**config.mk**
```make
export PLATFORM = sky130hd
export DESIGN_NAME = png_metadata_chunk_filter_unit
export DESIGN_NICKNAME = d
export VERILOG_FILES = /design/src/design/pmcf_pkg.sv /design/src/design/png_metadata_chunk_filter_unit.sv /design/src/design/pmcf_walk.sv /design/src/design/pmcf_emit.sv
export VERILOG_INCLUDE_DIRS = /design/src /design/src/design
export SDC_FILE = /design/constraint.sdc
export NUM_CORES = 1
export LEC_CHECK = 0
export ABC_AREA = 0
export BUFFER_PORTS_ARGS = -buffer_cell sky130_fd_sc_hd__buf_2
export CAP_MARGIN = 15
export CORE_ASPECT_RATIO = 2
export CORE_MARGIN = 5
export CORE_UTILIZATION = 60
export CTS_CLUSTER_DIAMETER = 30
export DETAILED_ROUTE_END_ITERATION = 8
export GPL_TIMING_DRIVEN = 0
export PLACE_DENSITY_LB_ADDON = 0.3
export SLEW_MARGIN = 30
export SYNTH_ARGS = -nofsm -noshare
export SYNTH_HDL_FRONTEND = slang
export SYNTH_SLANG_ARGS = --single-unit
```
**constraint.sdc**
```tcl
create_clock -name clk -period 21.6 [get_ports clk]
set_input_delay 3.24 -clock clk [delete_from_list [all_inputs] [get_ports clk]]
set_output_delay 3.24 -clock clk [all_outputs]
set_load 0.1 [all_outputs]
```
**src/design/png_metadata_chunk_filter_unit_assert.svh**
```systemverilog
// Assertion macros for the PNG metadata chunk filter.
// No dependencies; included by the top level only.
`ifndef PNG_METADATA_CHUNK_FILTER_UNIT_ASSERT_SVH
`define PNG_METADATA_CHUNK_FILTER_UNIT_ASSERT_SVH

`ifndef SYNTHESIS
// Same-cycle implication
`define PMCF_ASSERT_IMP(lbl, ck, rs, ante, cons) \
  lbl: assert property (@(posedge ck) disable iff (rs) (ante) |-> (cons)) \
    else $error("pmcf assertion failed");
// Next-cycle implication
`define PMCF_ASSERT_NXT(lbl, ck, rs, ante, cons) \
  lbl: assert property (@(posedge ck) disable iff (rs) (ante) |=> (cons)) \
    else $error("pmcf assertion failed");
`else
`define PMCF_ASSERT_IMP(lbl, ck, rs, ante, cons)
`define PMCF_ASSERT_NXT(lbl, ck, rs, ante, cons)
`endif

`endif

```
**src/design/pmcf_pkg.sv**
```systemverilog
// Package for the PNG metadata chunk filter: walk phases, result burst type,
// PNG signature and chunk type constants. No dependencies.
package pmcf_pkg;

  // Walk phase of the chunk parser
  typedef enum logic [1:0] {
    PH_SIG  = 2'd0,
    PH_HDR  = 2'd1,
    PH_BODY = 2'd2,
    PH_DONE = 2'd3
  } walk_phase_t;

  // Report status codes
  localparam logic ST_OK     = 1'b0;
  localparam logic ST_NOTPNG = 1'b1;

  // Signature bytes, entry 0 comes first in the file
  localparam logic [7:0][7:0] PNG_SIG = {
    8'h0A, 8'h1A, 8'h0A, 8'h0D, 8'h47, 8'h4E, 8'h50, 8'h89
  };

  localparam logic [31:0] SIG_LEN     = 32'd8;
  localparam logic [32:0] CHUNK_OVHD  = 33'd12;  // length + type + CRC
  localparam logic [32:0] CRC_LEN     = 33'd4;
  localparam logic [3:0]  BURST_FULL  = 4'd8;
  localparam logic [3:0]  BURST_ONE   = 4'd1;
  localparam logic [3:0]  BURST_NONE  = 4'd0;

  // Chunk type codes, first type byte in the top bits
  localparam logic [31:0] TYPE_EXIF = 32'h6558_4966;
  localparam logic [31:0] TYPE_TEXT = 32'h7445_5874;
  localparam logic [31:0] TYPE_ITXT = 32'h6954_5874;
  localparam logic [31:0] TYPE_ZTXT = 32'h7A54_5874;
  localparam logic [31:0] TYPE_TIME = 32'h7449_4D45;
  localparam logic [31:0] TYPE_IEND = 32'h4945_4E44;

  // Results caused by one input word: up to eight bytes, then maybe a report
  typedef struct packed {
    logic [7:0][7:0] bytes;
    logic [3:0]      byte_cnt;
    logic            report;
    logic            rpt_status;
  } burst_t;

  function automatic logic is_meta(input logic [31:0] ctype);
    is_meta = (ctype == TYPE_EXIF) || (ctype == TYPE_TEXT) ||
              (ctype == TYPE_ITXT) || (ctype == TYPE_ZTXT) ||
              (ctype == TYPE_TIME);
  endfunction

endpackage

```
**src/design/png_metadata_chunk_filter_unit.sv**
```systemverilog
// Top level of the PNG metadata chunk filter: walker plus result sequencer.
// Depends on pmcf_pkg, pmcf_walk, pmcf_emit and the assertion header.
//
// Usage: write the file length on the cfg channel (cfg_data, always ready)
// while idle, then stream the file one byte per word on the in channel.
// The out channel carries kept bytes (item_kind 0) and, once per file, a
// report word (item_kind 1) with status, removed_chunks and removed_bytes.
// run_last marks the last word caused by one input byte.
// Latency: results of a byte appear on out the cycle after it is accepted.
// Throughput: one input byte per cycle while out_ready is high and each byte
// yields at most one word; a byte that yields more than one word holds in_ready
// low until its last word is taken, since the sequencer sends one word per cycle
// while out_ready is high (up to 9 after the signature, 8 when a kept header completes).
// Stalls: while out_ready is low the pending word holds and in_ready stays
// low once the burst register is occupied.
// Reset: synchronous, clears the walk to the signature phase, the counters
// and the file length; after the report, further bytes are accepted and
// swallowed until the next reset.
`include "png_metadata_chunk_filter_unit_assert.svh"

module png_metadata_chunk_filter_unit (
  input  logic        clk,
  input  logic        rst,
  input  logic        cfg_valid,
  output logic        cfg_ready,
  input  logic [31:0] cfg_data,
  input  logic        in_valid,
  output logic        in_ready,
  input  logic [7:0]  in_byte,
  output logic        out_valid,
  input  logic        out_ready,
  output logic        item_kind,
  output logic [7:0]  out_byte,
  output logic        status,
  output logic [31:0] removed_chunks,
  output logic [31:0] removed_bytes,
  output logic        run_last
);
  import pmcf_pkg::*;

  logic        accept;
  logic        load;
  burst_t      burst;
  logic [31:0] drop_cnt;
  logic [31:0] drop_bytes;
  logic        is_report;

  assign cfg_ready = 1'b1;
  assign accept    = in_valid && in_ready;

  pmcf_walk u_walk (
    .clk            (clk),
    .rst            (rst),
    .cfg_we         (cfg_valid && cfg_ready),
    .cfg_data       (cfg_data),
    .accept         (accept),
    .in_byte        (in_byte),
    .load           (load),
    .burst          (burst),
    .dropped_chunks (drop_cnt),
    .dropped_bytes  (drop_bytes)
  );

  pmcf_emit u_emit (
    .clk        (clk),
    .rst        (rst),
    .load       (load),
    .burst_in   (burst),
    .free       (in_ready),
    .out_valid  (out_valid),
    .out_ready  (out_ready),
    .is_report  (is_report),
    .byte_out   (out_byte),
    .rpt_status (status),
    .last       (run_last)
  );

  // Counters are frozen once the report is due, so they are read live
  assign item_kind      = is_report;
  assign removed_chunks = is_report ? drop_cnt : 32'd0;
  assign removed_bytes  = is_report ? drop_bytes : 32'd0;

  // Checks
  `PMCF_ASSERT_IMP(a_idle_ready, clk, rst, !out_valid, in_ready)
  `PMCF_ASSERT_IMP(a_report_last, clk, rst, out_valid && item_kind, run_last)
  `PMCF_ASSERT_NXT(a_report_final, clk, rst, out_valid && out_ready && item_kind, !out_valid)

endmodule

```
**src/design/pmcf_walk.sv**
```systemverilog
// Chunk walker: file length register, signature check, header capture,
// keep/drop decision and drop counters. Depends on pmcf_pkg.
module pmcf_walk (
  input  logic                 clk,
  input  logic                 rst,
  input  logic                 cfg_we,
  input  logic [31:0]          cfg_data,
  input  logic                 accept,
  input  logic [7:0]           in_byte,
  output logic                 load,
  output pmcf_pkg::burst_t     burst,
  output logic [31:0]          dropped_chunks,
  output logic [31:0]          dropped_bytes
);
  import pmcf_pkg::*;

  logic [31:0] file_length;
  walk_phase_t phase, phase_next;
  logic [31:0] pos, pos_next;
  logic [2:0]  hdr_cnt, hdr_cnt_next;
  logic [7:0]  hdr [7];
  logic [32:0] start12, start12_next;     // chunk start + 12
  logic [32:0] body_left, body_left_next; // data + CRC bytes still to come
  logic        kept, kept_next;
  logic        is_end, is_end_next;
  logic [31:0] drop_cnt, drop_cnt_next;
  logic [31:0] drop_bytes, drop_bytes_next;

  logic [31:0] pos_inc;
  logic [32:0] bnd_sum;
  logic        bnd_short;
  logic [31:0] len;
  logic [31:0] ctype;
  logic [33:0] ovr_sum;
  logic        overrun;

  // Boundary and overrun arithmetic
  assign pos_inc   = pos + 32'd1;
  assign bnd_sum   = {1'b0, pos_inc} + CHUNK_OVHD;
  assign bnd_short = bnd_sum > {1'b0, file_length};
  assign len       = {hdr[0], hdr[1], hdr[2], hdr[3]};
  assign ctype     = {hdr[4], hdr[5], hdr[6], in_byte};
  assign ovr_sum   = {1'b0, start12} + {2'b00, len};
  assign overrun   = ovr_sum > {2'b00, file_length};

  // Next state and result burst
  always_comb begin
    phase_next      = phase;
    pos_next        = pos;
    hdr_cnt_next    = hdr_cnt;
    start12_next    = start12;
    body_left_next  = body_left;
    kept_next       = kept;
    is_end_next     = is_end;
    drop_cnt_next   = drop_cnt;
    drop_bytes_next = drop_bytes;
    burst           = '0;
    if (accept) begin
      unique case (phase)
        PH_SIG: begin
          if (file_length < SIG_LEN || in_byte != PNG_SIG[pos[2:0]]) begin
            burst.report     = 1'b1;
            burst.rpt_status = ST_NOTPNG;
            phase_next       = PH_DONE;
          end else begin
            pos_next = pos_inc;
            if (pos_inc == SIG_LEN) begin
              burst.bytes    = PNG_SIG;
              burst.byte_cnt = BURST_FULL;
              if (bnd_short) begin
                burst.report = 1'b1;
                phase_next   = PH_DONE;
              end else begin
                phase_next   = PH_HDR;
                hdr_cnt_next = '0;
                start12_next = bnd_sum;
              end
            end
          end
        end
        PH_HDR: begin
          pos_next     = pos_inc;
          hdr_cnt_next = hdr_cnt + 3'd1;
          if (hdr_cnt == 3'd7) begin
            if (overrun) begin
              burst.report = 1'b1;
              phase_next   = PH_DONE;
            end else begin
              kept_next   = !is_meta(ctype);
              is_end_next = (ctype == TYPE_IEND);
              if (!is_meta(ctype)) begin
                burst.bytes    = {in_byte, hdr[6], hdr[5], hdr[4],
                                  hdr[3], hdr[2], hdr[1], hdr[0]};
                burst.byte_cnt = BURST_FULL;
              end else begin
                drop_cnt_next   = drop_cnt + 32'd1;
                drop_bytes_next = drop_bytes + len + 32'd12;
              end
              body_left_next = {1'b0, len} + CRC_LEN;
              phase_next     = PH_BODY;
            end
          end
        end
        PH_BODY: begin
          if (kept) begin
            burst.bytes[0] = in_byte;
            burst.byte_cnt = BURST_ONE;
          end
          pos_next       = pos_inc;
          body_left_next = body_left - 33'd1;
          if (body_left == 33'd1) begin
            if (is_end || bnd_short) begin
              burst.report = 1'b1;
              phase_next   = PH_DONE;
            end else begin
              phase_next   = PH_HDR;
              hdr_cnt_next = '0;
              start12_next = bnd_sum;
            end
          end
        end
        PH_DONE: begin
          // trailing bytes are swallowed
        end
        default: begin
          phase_next = PH_DONE;
        end
      endcase
    end
  end

  assign load = (burst.byte_cnt != BURST_NONE) || burst.report;
  assign dropped_chunks = drop_cnt;
  assign dropped_bytes  = drop_bytes;

  // Control and counter state
  always_ff @(posedge clk) begin
    if (rst) begin
      file_length <= '0;
      phase       <= PH_SIG;
      pos         <= '0;
      hdr_cnt     <= '0;
      start12     <= '0;
      body_left   <= '0;
      kept        <= 1'b0;
      is_end      <= 1'b0;
      drop_cnt    <= '0;
      drop_bytes  <= '0;
    end else begin
      if (cfg_we) begin
        file_length <= cfg_data;
      end
      phase      <= phase_next;
      pos        <= pos_next;
      hdr_cnt    <= hdr_cnt_next;
      start12    <= start12_next;
      body_left  <= body_left_next;
      kept       <= kept_next;
      is_end     <= is_end_next;
      drop_cnt   <= drop_cnt_next;
      drop_bytes <= drop_bytes_next;
    end
  end

  // Header bytes, last one used straight from the input
  always_ff @(posedge clk) begin
    if (accept && phase == PH_HDR && hdr_cnt != 3'd7) begin
      hdr[hdr_cnt] <= in_byte;
    end
  end

endmodule

```
**src/design/pmcf_emit.sv**
```systemverilog
// Result sequencer: holds one burst and plays it out one word per cycle while out_ready is high.
// Depends on pmcf_pkg.
module pmcf_emit (
  input  logic             clk,
  input  logic             rst,
  input  logic             load,
  input  pmcf_pkg::burst_t burst_in,
  output logic             free,
  output logic             out_valid,
  input  logic             out_ready,
  output logic             is_report,
  output logic [7:0]       byte_out,
  output logic             rpt_status,
  output logic             last
);
  import pmcf_pkg::*;

  logic       busy;
  logic [3:0] idx;
  burst_t     cur;
  logic       is_byte;
  logic       pop_last;

  // Current word decode
  assign is_byte    = idx < cur.byte_cnt;
  assign is_report  = !is_byte;
  assign byte_out   = is_byte ? cur.bytes[idx[2:0]] : 8'h00;
  assign rpt_status = is_byte ? 1'b0 : cur.rpt_status;
  assign last       = is_byte ? ((idx == cur.byte_cnt - 4'd1) && !cur.report) : 1'b1;
  assign out_valid  = busy;
  assign pop_last   = busy && out_ready && last;
  assign free       = !busy || pop_last;

  // Burst register and word index
  always_ff @(posedge clk) begin
    if (rst) begin
      busy <= 1'b0;
      idx  <= '0;
    end else if (load) begin
      busy <= 1'b1;
      idx  <= '0;
    end else if (pop_last) begin
      busy <= 1'b0;
    end else if (busy && out_ready) begin
      idx <= idx + 4'd1;
    end
  end

  always_ff @(posedge clk) begin
    if (load) begin
      cur <= burst_in;
    end
  end

endmodule

```
* After elaboration in Yosys (flattened, before gate mapping)
Memories as Yosys holds them, arrays and structs flattened. A register that Yosys moved wholly into a read port is not among the register bits.
Cells that the tools add are included.
** Cells by class
- Add/sub/neg operators :: 11
- Magnitude comparators :: 6
- Bitwise logic cells :: 2
- Muxes and demuxes :: 55
- Equality and inequality tests :: 22
- Reductions and logical operators :: 36
** Operators with widths (number)
- $mux 33 :: 7
- $eq 32x31->1 const B :: 6
- $mux 68 :: 2
- $pmux 33 s2 :: 2
- $pmux 56 s2 :: 1
- $mux 32 :: 3
- $mux 69 :: 1
- $mux 65 :: 1
- $add 32x1->32 const B :: 2
- $mux 64 :: 1
- $pmux 32 s2 :: 1
- $pmux 13 s3 :: 1
- $add 33x32->34 :: 1
- $gt 34x32->1 :: 1
- $add 32x3->33 const B :: 1
- $add 32x4->33 const B :: 1
- $eq 33x1->1 const B :: 1
- $gt 33x32->1 :: 1
- $sub 33x1->33 const B :: 1
- $add 32x32->32 :: 1
- $add 32x4->32 const B :: 1
- $eq 32x4->1 const B :: 1
- $lt 32x4->1 const B :: 1
- $bmux 8 s3 :: 1
- 36 further kinds :: 92
** Storage, ports and cells
- Bits in registers :: 276
- Bits in writable memories :: 56
- Bits of input ports :: 45
- Bits in read-only memories :: 64
- Word-level logic and storage cells :: 157
- Memories kept :: 2
- Output and inout bits :: 78
** Memories
- (name not given) :: depth 8, width 8, read ports 1, clocked after Yosys merged registers in 1, write ports 0, line pmcf_walk.sv:61 : if (file_length < SIG_LEN || in_byte != PNG_SIG[pos[2:0]]) begin
- u_walk.hdr :: depth 7, width 8, read ports 7, clocked after Yosys merged registers in 0, write ports 1, line pmcf_walk.sv:21 : logic [7:0] hdr [7];

* Longest topological paths before layout
An unclocked memory read counts as a cell.
- Word-level depth :: 14
- Mapped depth :: 26
- Gate-level depth less buffers :: 23

* By module
Synthesis repeated with hierarchy kept, for this count alone.
** Unflattened totals
- Cells, all modules :: 2493
- Area, all modules :: 22612.9 µm²
** Modules (own cells, without submodules)
- pmcf_walk :: seq. area each 5845.6 µm², cells an instance 2265, times used 1, area an instance 19047.0 µm²
- pmcf_emit :: seq. area each 2202.1 µm², cells an instance 155, times used 1, area an instance 3037.9 µm²
- png_metadata_chunk_filter_unit :: seq. area each 0.0 µm², cells an instance 73, times used 1, area an instance 528.0 µm²

* Least setup slack after synthesis
Ideal clock, no wire load.
- Kind :: register to register
- From :: mem u_walk.hdr[3][1]
- To :: reg u_emit.cur[0] (netlist name) (enable)
- Arrival :: 8794 ps
- Cell stages (with the launch flop) :: 23
- Buffers on the path :: 2
- Period minus slack after synthesis :: 9329 ps
- Required time :: 21065 ps
- Path slack :: 12271 ps
- Setup time :: 535 ps
- Cells stage by stage :: edfxtp_1 > ha_1 > a211oi_2 > nor3_1 > or4_4 > o31a_1 > a2111oi_0 > nor3_1 > o31a_1 > a21boi_0 > xnor2_1 > ha_1 > nand4_1 > nor4_1 > a31oi_1 > a22o_1 > a211oi_4 > nor4b_4 > buf_6 > o21a_1 > buf_2 > nor2_1 > a31oi_1
** RTL lines
- from (decl) :: line pmcf_walk.sv:21
- to (signal assigned) :: line pmcf_emit.sv:51 : cur <= burst_in;
- to (decl) :: line pmcf_emit.sv:20 : burst_t cur;

==> results.cfg <==
[synth]
async_reset_ff_share_pct = 0
syn-num-nets = 2760
synth_compound_area_share_pct = 15.68
synth_edf_count = 124
synth_top_area_cell = dfxtp_1
synth_top_family_by_area = simple AND/OR/NAND/NOR gates
synth-main-ff-cell = dfxtp_1
synth_top_area_share_pct = 18.90
netlist_instances = 2534
synthDistinctLibCells = 83
avgSynthCellArea_um2 = 8.905
synth_xor_area_share_pct = 6.637
synth_area_leaders = dfxtp_1 (19%), edfxtp_1 (17%), ha_1 (9.9%)
yosysWarnings = 0
synth_fa_ha_area_share_pct = 10.10
ys_ff_latch = 337
ys_seq_area_share_pct = 35.40
syn_area_um2 = 22560
synth.mux.area_fraction_pct = 6.687
synthSimpleGateAreaFrac_pct = 21.31

[die]
die_w_um = 147.1
start_util_pct = 60.72
ioPinCount = 123
core_area_um2 = 37160
rows = 100
die_area_um2 = 41820
die_h_um = 284.3

[layout]
stdcell_area_um2 = 25650
synthToLayoutAreaGrowth_pct = 13.66
drive_above_1_share_pct = 11.37
post-route-util_pct = 69.01
fin_cells = 3218
final_nets = 2937

[global_route]
grt_max_degree = 23
grt_pass1_vias = 21370
grt_overflow_total = 0
grt_pass1_wl_um = 118100
antenna_found_initial = 4
grt_usage_pct = 36.14

[setup_path]
critical_path_class = flip-flop to flip-flop
arrival_ns = 9.04
startpoint_type = flip-flop
endpoint_kind = flip-flop
rrSetupSlack_ns = 12.89
worstPathRequired_ns = 21.93
crit_fanout = 22

[worst_hold_path]
min_path_type = flip-flop to flip-flop

[place]
gp_congestion = 1.004
dp.cells = 3117
dp_worst_setup_slack_ns = 13.13
dp_hpwl_um = 59700
port_buffers = 120
postPlaceCellArea_um2 = 23830

[clocking]
ctsResizeCount = 0
clock_sinks = 337
cts_tree = built
cts_setup_buffers = 0
insertion_delay_ns = 0.59
cts-root-buf = clkbuf_16
hold_buffers = 0
clockBufferDepth = 3
htree_levels = 2
path_clk_slew_ns = 0.07
cts_made_buffers = 51

[drt]
drc = 0
vias = 20830
viasPerCell = 6.473
drt_iter0_markers = 1385
ant_nets = 0
drt_pass1_iterations = 6
post_drt_wl_per_cell_um = 24.08
wl_um = 77490

[run]
drv_cap = 0

[sta]
fin_crit_ns = 8.709
rsz0062_at_grt = false
max_freq_mhz = 114.8
drv_slew = 0
finalWorstSetupSlack_ns = 12.89
finClkSkew_ns = 0.01762
period_share_pct = 40.32
worst_pin_slew_ns = 1.128
finalHoldViolCount = 0
tns_ns = 0
slew_headroom_pct = 24.81
finalSetupViolations = 0

[power_and_ir_drop]
irDropWorstVdd_mv = 0.06116
p_leak_uw = 0.01087
p_per_area_nw_per_um2 = 91.35

[outcome]
status = finished, final reports clean
synth_stat cells (all sizes together), types with 11 or more instances:
cell,n
nor2,278
dfxtp,213
ha,179
a21oi,166
nand2,146
edfxtp,124
o21ai,116
xnor2,109
mux2i,108
inv,103
clkbuf,85
and2,76
nand4,66
nor3,64
xor2,62
nand3,61
a21o,55
and3,53
or3,52
buf,41
nor4,36
o21a,36
a211oi,21
and4,19
a31oi,18
mux4,16
nor2b,15
o21bai,15
o211ai,14
or2,11
or4,11
final timing paths:
| check | from | end | depth (start not counted) |
|---|---|---|---|
| worst max-delay path | u_walk.hdr[3][6] | u_emit.cur[44] | 24 |
| worst min-delay path | u_walk.body_left[22] | u_walk.body_left[22] | 2 |
| worst max register to register | u_walk.hdr[3][6] | u_emit.cur[44] | 24 |
| worst min register to register | u_walk.body_left[22] | u_walk.body_left[22] | 2 |
critical path, stage by stage (launching register included):
cell       delay (ns)
edfxtp_1         0.80
ha_1             0.34
clkbuf_1         0.19
nand4_1          0.14
o21ai_0          0.09
or4_4            0.50
o31a_1           0.37
a2111oi_0        0.68
nor3_1           0.21
o31a_1           0.39
a21oi_1          0.27
xnor2_1          0.11
ha_1             0.33
nand4_1          0.16
nor4_1           0.76
a31oi_1          0.25
a22o_1           0.26
a211oi_4         0.32
nor4b_4          0.38
buf_6            0.19
nor2_1           0.11
a311oi_2         0.71
a31oi_4          0.38
buf_8            0.28
buf_8            0.18
cell type report:
class,instances,area [um^2]
Antenna cell,5,12.51
Buffer,126,550.5
Clock buffer,57,1340
Clock inverter,39,457.9
Fill cell,3034,11510
Inverter,105,394.1
Multi-Input combinational cell,1966,13680
Sequential cell,337,7988
Tap cell,459,574.3
Timing Repair Buffer,124,650.6
cell usage in the layout (no fill, tap or decap), types with 14 or more instances in the layout:
cell and count:
nor2_1 277, dfxtp_1 213, ha_1 179, a21oi_1 165, buf_2 149, nand2_1 146
edfxtp_1 124, o21ai_0 113, xnor2_1 109, mux2i_1 108, inv_1 103, clkbuf_1 85
and2_1 76, nand4_1 65, xor2_1 62, nor3_1 61, nand3_1 61, a21o_1 55
and3_1 53, or3_1 52, clkbuf_16 52, o21a_1 36, nor4_1 35, a211oi_1 19
and4_1 19, a31oi_1 17, mux4_2 16, nor2b_1 15, o21bai_1 15, o211ai_1 14
per-layer routing:
layer | GRT usage (%) | routed length [um] | up-vias
met5 | 0 | 10 | -
met4 | 34.58 | 8956 | 2
met3 | 6.727 | 4944 | 408
met2 | 63.97 | 38580 | 958
met1 | 34.14 | 25010 | 9813
li1 | - | - | 9649
flip-flops by register name, indices dropped and copies added (netlist names), 3 cells and up, named ones only:
| name | cells |
|---|---|
| u_emit.cur | 68 |
| u_walk.hdr | 56 |
| u_walk.body_left | 33 |
| u_walk.start12 | 33 |
| u_walk.dropped_bytes | 32 |
| u_walk.dropped_chunks | 32 |
| u_walk.file_length | 32 |
| u_walk.pos | 32 |
| u_emit.idx | 4 |
| u_walk.hdr_cnt | 3 |
kinds of logic (layout without fill, tap and decap cells):
| group | after synthesis | count (layout) |
|---|---|---|
| XOR/XNOR | 171 | 171 |
| adder cells (fa/ha/maj) | 181 | 181 |
| flip-flops | 337 | 337 |
| AND/OR/NAND/NOR | 933 | 933 |
| multiplexers | 130 | 130 |
| other | 1 | 6 |
| buffers and inverters | 231 | 451 |
| AO/OA/AOI/OAI | 550 | 550 |
report_power, final:
part           total (uW)  internal [uW]  leakage [uW]  switching (uW)
Clock                 864            506      0.000884             358
Combinational         679            195       0.00709             484
Sequential            800            750       0.00290            50.1
Total                2340           1450        0.0109             892
per-stage QoR:
step	hold WS [ns]	power [uW]
global placement	0.4541	1461
detailed placement	0.4704	1477
CTS	0.4788	2337
global route	0.5074	2433
finish	0.4793	2343
floorplan	0.4436	1277
(Power assumes the default switching activity.)
